[src/rtl/dpc_pkg.sv]
// Shared types and constants for the distance peak centroid block.
package dpc_pkg;

   // Field widths fixed by the pixel and result formats.
   localparam int DIST_W    = 16;
   localparam int COORD_W   = 10;
   localparam int COUNT_W   = 21;
   localparam int SUM_W     = 30;
   // One quotient bit per divide step.
   localparam int DIV_STEPS = SUM_W;

   // One pixel beat.
   typedef struct packed {
      logic [DIST_W-1:0]  distance_value;
      logic [COORD_W-1:0] pixel_x;
      logic [COORD_W-1:0] pixel_y;
      logic               frame_last;
   } req_type;

   // One result beat.
   typedef struct packed {
      logic [COORD_W-1:0] center_x;
      logic [COORD_W-1:0] center_y;
      logic [DIST_W-1:0]  radius;
   } rsp_type;

   // Commands from the controller to the datapath.
   typedef struct packed {
      logic accept;     // take in the pixel on the request port
      logic div_load;   // latch totals into the divider and clear accumulators
      logic div_step;   // run one restoring divide step
      logic out_load;   // capture quotients into the result register
   } dpc_cmd_type;

endpackage

[src/rtl/dpc_datapath.sv]
// Datapath: peak and tie accumulators, serial divider and result register.
module dpc_datapath #(
   parameter int VALUE_BITS = 16
) (
   input  logic                clock,
   input  logic                reset,
   input  dpc_pkg::req_type     req_data,
   input  dpc_pkg::dpc_cmd_type cmd,
   output dpc_pkg::rsp_type     rsp_data
);
   import dpc_pkg::*;

   localparam int PEAK_W = (VALUE_BITS < DIST_W) ? VALUE_BITS : DIST_W;

   typedef struct packed {
      logic [COUNT_W-1:0] rem;
      logic [SUM_W-1:0]   quo;
   } div_state_type;

   // One restoring divide step: shift in the next dividend bit, try a subtract.
   function automatic div_state_type div_iter(input div_state_type cur,
                                              input logic [COUNT_W-1:0] divisor);
      logic [COUNT_W:0]   trial;
      logic [COUNT_W+1:0] diff;
      div_state_type      nxt;
      trial = {cur.rem, cur.quo[SUM_W-1]};
      diff  = {1'b0, trial} - {2'b00, divisor};
      if (diff[COUNT_W+1]) begin
         nxt.rem = trial[COUNT_W-1:0];
      end else begin
         nxt.rem = diff[COUNT_W-1:0];
      end
      nxt.quo = {cur.quo[SUM_W-2:0], ~diff[COUNT_W+1]};
      return nxt;
   endfunction

   logic [PEAK_W-1:0]  peak_ff, peak_in;
   logic [COUNT_W-1:0] count_ff, count_in;
   logic [SUM_W-1:0]   xsum_ff, xsum_in;
   logic [SUM_W-1:0]   ysum_ff, ysum_in;

   logic [PEAK_W-1:0]  peak_upd;
   logic [COUNT_W-1:0] count_upd;
   logic [SUM_W-1:0]   xsum_upd, ysum_upd;
   logic [SUM_W:0]     xsum_wide, ysum_wide;
   logic [PEAK_W-1:0]  value;

   logic [COUNT_W-1:0] divisor_ff, divisor_in;
   div_state_type      xdiv_ff, xdiv_in, ydiv_ff, ydiv_in;
   logic [PEAK_W-1:0]  radius_ff, radius_in;
   rsp_type            rsp_ff, rsp_in;

   // Peak compare and saturating tie-group update for the incoming pixel.
   always_comb begin
      value     = req_data.distance_value[PEAK_W-1:0];
      xsum_wide = {1'b0, xsum_ff} + (SUM_W+1)'(req_data.pixel_x);
      ysum_wide = {1'b0, ysum_ff} + (SUM_W+1)'(req_data.pixel_y);
      priority if (value > peak_ff) begin
         peak_upd  = value;
         count_upd = COUNT_W'(1);
         xsum_upd  = SUM_W'(req_data.pixel_x);
         ysum_upd  = SUM_W'(req_data.pixel_y);
      end else if (value == peak_ff) begin
         peak_upd  = peak_ff;
         count_upd = (&count_ff) ? count_ff : count_ff + COUNT_W'(1);
         xsum_upd  = xsum_wide[SUM_W] ? '1 : xsum_wide[SUM_W-1:0];
         ysum_upd  = ysum_wide[SUM_W] ? '1 : ysum_wide[SUM_W-1:0];
      end else begin
         peak_upd  = peak_ff;
         count_upd = count_ff;
         xsum_upd  = xsum_ff;
         ysum_upd  = ysum_ff;
      end
   end

   // Accumulators: updated per accepted pixel, cleared after the last one.
   always_comb begin
      peak_in  = peak_ff;
      count_in = count_ff;
      xsum_in  = xsum_ff;
      ysum_in  = ysum_ff;
      if (cmd.accept) begin
         if (req_data.frame_last) begin
            peak_in  = '0;
            count_in = '0;
            xsum_in  = '0;
            ysum_in  = '0;
         end else begin
            peak_in  = peak_upd;
            count_in = count_upd;
            xsum_in  = xsum_upd;
            ysum_in  = ysum_upd;
         end
      end
   end

   // Divider: both means share one divisor and step together.
   always_comb begin
      divisor_in = divisor_ff;
      xdiv_in    = xdiv_ff;
      ydiv_in    = ydiv_ff;
      radius_in  = radius_ff;
      if (cmd.div_load) begin
         divisor_in  = count_upd;
         xdiv_in.rem = '0;
         xdiv_in.quo = xsum_upd;
         ydiv_in.rem = '0;
         ydiv_in.quo = ysum_upd;
         radius_in   = peak_upd;
      end else if (cmd.div_step) begin
         xdiv_in = div_iter(xdiv_ff, divisor_ff);
         ydiv_in = div_iter(ydiv_ff, divisor_ff);
      end
   end

   // Result register; a zero count yields a zero center.
   always_comb begin
      rsp_in = rsp_ff;
      if (cmd.out_load) begin
         rsp_in.center_x = (divisor_ff == '0) ? '0 : xdiv_ff.quo[COORD_W-1:0];
         rsp_in.center_y = (divisor_ff == '0) ? '0 : ydiv_ff.quo[COORD_W-1:0];
         rsp_in.radius   = DIST_W'(radius_ff);
      end
   end

   always_ff @(posedge clock) begin
      if (reset) begin
         peak_ff  <= '0;
         count_ff <= '0;
         xsum_ff  <= '0;
         ysum_ff  <= '0;
      end else begin
         peak_ff  <= peak_in;
         count_ff <= count_in;
         xsum_ff  <= xsum_in;
         ysum_ff  <= ysum_in;
      end
   end

   always_ff @(posedge clock) begin
      divisor_ff <= divisor_in;
      xdiv_ff    <= xdiv_in;
      ydiv_ff    <= ydiv_in;
      radius_ff  <= radius_in;
      rsp_ff     <= rsp_in;
   end

   assign rsp_data = rsp_ff;

endmodule

[src/rtl/dpc_controller.sv]
// Controller: sequences accumulate, divide and result hand-off.
module dpc_controller (
   input  logic                 clock,
   input  logic                 reset,
   input  logic                 req_valid,
   input  logic                 req_last,
   output logic                 req_ready,
   output logic                 rsp_valid,
   input  logic                 rsp_ready,
   output dpc_pkg::dpc_cmd_type cmd
);
   import dpc_pkg::*;

   localparam int STEP_W = $clog2(DIV_STEPS);

   typedef enum logic [1:0] {
      ST_ACCUM,
      ST_DIVIDE,
      ST_WRITE
   } state_type;

   state_type         state_ff, state_in;
   logic [STEP_W-1:0] step_ff, step_in;
   logic              rsp_valid_ff, rsp_valid_in;
   logic              out_free;

   assign req_ready = (state_ff == ST_ACCUM);
   assign out_free  = !rsp_valid_ff || rsp_ready;

   // Commands follow the state and the handshakes.
   always_comb begin
      cmd          = '0;
      cmd.accept   = req_ready && req_valid;
      cmd.div_load = cmd.accept && req_last;
      cmd.div_step = (state_ff == ST_DIVIDE);
      cmd.out_load = (state_ff == ST_WRITE) && out_free;
   end

   // Next state, step count and result valid flag.
   always_comb begin
      state_in     = state_ff;
      step_in      = step_ff;
      rsp_valid_in = rsp_valid_ff;
      if (rsp_valid_ff && rsp_ready) begin
         rsp_valid_in = 1'b0;
      end
      unique case (state_ff)
         ST_ACCUM: begin
            if (cmd.div_load) begin
               state_in = ST_DIVIDE;
               step_in  = '0;
            end
         end
         ST_DIVIDE: begin
            step_in = step_ff + STEP_W'(1);
            if (step_ff == STEP_W'(DIV_STEPS - 1)) begin
               state_in = ST_WRITE;
            end
         end
         ST_WRITE: begin
            if (out_free) begin
               rsp_valid_in = 1'b1;
               state_in     = ST_ACCUM;
            end
         end
         default: begin
            state_in = ST_ACCUM;
         end
      endcase
   end

   always_ff @(posedge clock) begin
      if (reset) begin
         state_ff     <= ST_ACCUM;
         step_ff      <= '0;
         rsp_valid_ff <= 1'b0;
      end else begin
         state_ff     <= state_in;
         step_ff      <= step_in;
         rsp_valid_ff <= rsp_valid_in;
      end
   end

   assign rsp_valid = rsp_valid_ff;

endmodule

[src/rtl/distance_peak_centroid_top.sv]
// Top level of the distance peak centroid block.
// Finds the peak of a distance map streamed one pixel per beat and reports the
// truncated mean column and row of all pixels holding that peak, plus the peak
// itself as the radius. Pixels of a frame are taken at one per clock. After
// the beat marked frame_last, req_ready drops while a 30-step restoring
// divider (one quotient bit per clock, both coordinates in parallel) forms
// the means and the result register is then loaded. If the previous result
// has not yet been taken, the block waits in its write state until the
// result register frees. A result waiting on rsp_ready does not block the
// pixels of the next frame. Counts and sums saturate on very large frames;
// only the low VALUE_BITS bits of the distance are compared.
module distance_peak_centroid_top #(
   parameter int VALUE_BITS = 16
) (
   input  logic             clock,
   input  logic             reset,
   input  logic             req_valid,
   output logic             req_ready,
   input  dpc_pkg::req_type req_data,
   output logic             rsp_valid,
   input  logic             rsp_ready,
   output dpc_pkg::rsp_type rsp_data
);
   import dpc_pkg::*;

   dpc_cmd_type cmd;

   dpc_controller u_controller (
      .clock     (clock),
      .reset     (reset),
      .req_valid (req_valid),
      .req_last  (req_data.frame_last),
      .req_ready (req_ready),
      .rsp_valid (rsp_valid),
      .rsp_ready (rsp_ready),
      .cmd       (cmd)
   );

   dpc_datapath #(
      .VALUE_BITS (VALUE_BITS)
   ) u_datapath (
      .clock    (clock),
      .reset    (reset),
      .req_data (req_data),
      .cmd      (cmd),
      .rsp_data (rsp_data)
   );

endmodule

[config.mk]
export PLATFORM = sky130hd
export DESIGN_NAME = distance_peak_centroid_top
export DESIGN_NICKNAME = d
export VERILOG_FILES = /design/src/rtl/dpc_pkg.sv /design/src/rtl/dpc_datapath.sv /design/src/rtl/dpc_controller.sv /design/src/rtl/distance_peak_centroid_top.sv
export SDC_FILE = /design/constraint.sdc
export NUM_CORES = 1
export LEC_CHECK = 0
export CORE_MARGIN = 2
export CORE_UTILIZATION = 65
export DETAILED_ROUTE_END_ITERATION = 8
export DONT_BUFFER_PORTS = 1
export PLACE_DENSITY = 0.81
export SKIP_LAST_GASP = 1
export SLEW_MARGIN = 40
export SYNTH_ARGS = -nofsm -noshare
export SYNTH_HDL_FRONTEND = slang
export SYNTH_SLANG_ARGS = --single-unit
[constraint.sdc]
create_clock -name clock -period 4.1 [get_ports clock]
set_input_delay 0.82 -clock clock [delete_from_list [all_inputs] [get_ports clock]]
set_output_delay 0.82 -clock clock [all_outputs]
set_load 0.02 [all_outputs]
==> results by group <==
Outcome
  – Status: finished, final reports clean

STA
  – Worst-Margin Slew: 0.7549 ns
  – Final Max Tran Viols: 0
  – Final hold viol count: 0
  – Tcrit/Tclk final: 85.53%
  – Max Clk Rate: 0.2852 GHz
  – Final worst setup slack: 0.5932 ns
  – RSZ-0062 raised after global routing: false
  – Slew headroom: 49.49%
  – Setup_tns: 0 ns
  – Hold WS: 0.3347 ns
  – Minimum clock period: 3.507 ns
  – Final clock skew: 0.02362 ns
  – Count of endpoints failing setup in the final report: 0

Detailed routing
  – Post-route ant nets: 0
  – Residual DRC: 0
  – WL/cell: 19.61 um
  – Via/cell ratio: 6.500
  – WL final: 39860 um
  – 1st-iter DRT viols: 1212
  – DR vias: 13220
  – DRT Pass-1 Iters: 5

Placement
  – RePlAce Congestion: 0.8758
  – DP Worst Slack: 0.3373 ns
  – Placed Area: 16160 um^2
  – IO buf count: 0
  – DP Cell Count: 1976
  – DP HPWL: 26660 um

Finish
  – Area growth, synth to finish: 9.863%
  – Commonest non-fill, non-tap cell in the layout: nand2_1
  – Highest-count cells in the layout ignoring fill and taps: nand2_1 (215), o21ai_0 (188), dfxtp_1 (147)
  – NumNets Final: 1816
  – Layout cells sized above 1: 8.110%
  – Finished Layout Cells: 2033
  – ANT cells: 0
  – Final Core Density: 73.30%
  – Finished Cell Area: 17310 um^2

Synth
  – Seq cells post-synth: 280
  – Main synth FF type: dfxtp_1
  – Syn Area/Cell: 9.203 um^2
  – Cells after synthesis: 1712
  – Syn. warnings: 0
  – Mapped cell area: 15760 um^2
  – Net count after synthesis: 1838
  – Post-synth cell types: 85
  – Sequential fraction of the synthesis area: 44.03%
  – Asr flop ratio synth: 0%
  – Number of synthesized flops with an enable pin: 133

Global routing
  – First-pass GRT wire length: 64150 um
  – Number of global-route vias before repair: 13020
  – Gr ovfl total: 0
  – Overall Global Routing Usage: 30.45%
  – Antenna violations before repair: 0
  – Largest net degree at the start of global routing: 51

Floorplan
  – FP Rows: 56
  – Initial Utilization: 66.72%
  – Die height: 159.7 um
  – Full die area: 25500 um^2
  – Top Ports: 79
  – Core Region: 23610 um^2
  – Die Width: 159.7 um

Clock tree
  – CTS tree: built
  – Cts hold-fix bufs: 0
  – Post_cts resized: 0
  – CTS clock-pin slew for the worst setup and hold paths: 0.07 ns
  – Clock Tree Buf Depth: 3
  – H-tree Lvls: 1
  – Skew-Pair Late Insertion Delay: 0.56 ns
  – Clock sinks: 280
  – Total CTS buffers: 30
  – Root buffer cell: clkbuf_16
  – Post-CTS setup repair buffer count: 0

Job
  – Max-Cap Viols: 0

Setup path
  – R2R depth: 12
  – Crit path arrival time: 3.90 ns
  – Startpoint Class: flop
  – CP cell instances: ha_1, fa_1, nor2b_1, o31a_1, o22a_1, a41oi_2, o211ai_1, a31oi_1, o21ai_2, buf_4, mux2i_1, o21ai_0
  – CP max-delay cell: edfxtp_1
  – Worst path required time: 4.50 ns
  – Nature of the critical path endpoint: flop
  – Crit-path max cell delay: 0.46 ns
  – Critical path fanouts, max: 23
  – Crit path kind: reg -> reg

Power
  – Max IR drop VDD: 0.3627 mV
  – Leakage: 6.626 nW
  – Design Power: 6.947 mW
  – Pwr dens: 401.3 nW/um^2

Worst hold path
  – WHS Path Cells: 1
  – HP Class: in -> reg
-- critical path: cells and delay by family, from the launching register on --
kind / cells / cell delay, ns
compound gates: 7 / 1.41
flops: 1 / 0.46
fa+ha+maj: 2 / 0.68
mux: 1 / 0.25
buf+inv: 1 / 0.38
simple gates: 1 / 0.18
-- metal layers --
metal / GRT usage (%) / share of wire [%]
met5: 0 / 0
met1: 36.05 / 40
met4: 13.47 / 4.1
met3: 6.545 / 7.8
met2: 53.31 / 48
-- cell usage after synthesis (5+ instances only) --
cell,count,area (um^2)
a211oi_1,7,52.55
a21boi_0,8,60.06
a21boi_1,5,37.54
a21o_1,35,262.8
a21oi_1,94,470.5
a22o_1,30,262.8
a31oi_1,22,137.6
a32oi_1,6,52.55
a41oi_1,5,43.79
and2_1,9,56.30
and3_1,24,150.1
and4_1,9,78.83
buf_1,7,26.28
buf_2,13,65.06
clkbuf_1,65,244.0
dfxtp_1,147,2943
edfxtp_1,133,3994
ha_1,81,1013
inv_1,74,277.8
mux2i_1,31,310.3
nand2_1,216,810.8
nand2b_1,13,81.33
nand3_1,36,180.2
nand3b_1,5,37.54
nand4_1,26,162.7
nor2_1,97,364.1
nor2b_1,35,219.0
nor3_1,27,135.1
nor4_1,7,43.79
o2111ai_1,7,61.31
o211ai_1,6,45.04
o21a_1,15,112.6
o21ai_0,188,940.9
o21ai_1,12,60.06
o21bai_1,5,37.54
o221ai_1,11,96.34
o22ai_1,8,50.05
o31a_1,10,87.58
o31ai_1,13,97.59
or3_1,10,62.56
xnor2_1,39,341.6
xor2_1,28,245.2
-- power breakdown --
part | switching [mW] | total [mW] | internal, mW | leakage, nW
combinational | 0.487 | 0.755 | 0.268 | 3.65
sequential | 0.0615 | 3.13 | 3.07 | 2.43
clock | 1.15 | 3.06 | 1.91 | 0.548
total | 1.69 | 6.95 | 5.25 | 6.63
-- final timing paths --
check / startpoint / to / slack [ns]
max: u_datapath.divisor_ff[0]$_DFFE_PP_ / u_datapath.xdiv_ff[42]$_SDFFE_PP0P_ / 0.59
min reg2reg: u_datapath.radius_ff[13]$_DFFE_PP_ / u_datapath.rsp_data[13]$_DFFE_PP_ / 0.42
max reg2reg: u_datapath.divisor_ff[0]$_DFFE_PP_ / u_datapath.xdiv_ff[42]$_SDFFE_PP0P_ / 0.59
min: reset / u_controller.rsp_valid$_SDFF_PP0_ / 0.33
-- layout make-up --
cell class                 instances  area, um^2
clock buffer                      34       765.7
clock inverter                    22       354.1
fill                            1708        6304
inverter                          75       281.5
multi-input combinational       1268        8224
sequential                       280        6937
tap                              319       399.1
timing repair buffer              35       347.8
-- cell families (layout without fill, tap and decap cells) --
logic type,after synthesis,after routing,share of synthesized area [%]
fa+ha+maj,85,85,6.941
xor+xnor,67,67,3.725
simple gates,549,549,17.20
flops,280,280,44.03
buf+inv,164,166,4.130
mux,35,35,2.255
compound gates,532,532,21.72
-- sequential cells by signal (all words and copies together) (netlist names), 21 cells and up --
register / flops
u_datapath.count_ff: 21
u_datapath.divisor_ff: 21
u_datapath.rsp_data: 36
u_datapath.xdiv_ff: 51
u_datapath.xsum_ff: 30
u_datapath.ydiv_ff: 51
u_datapath.ysum_ff: 30
(Power assumes the default switching activity.)
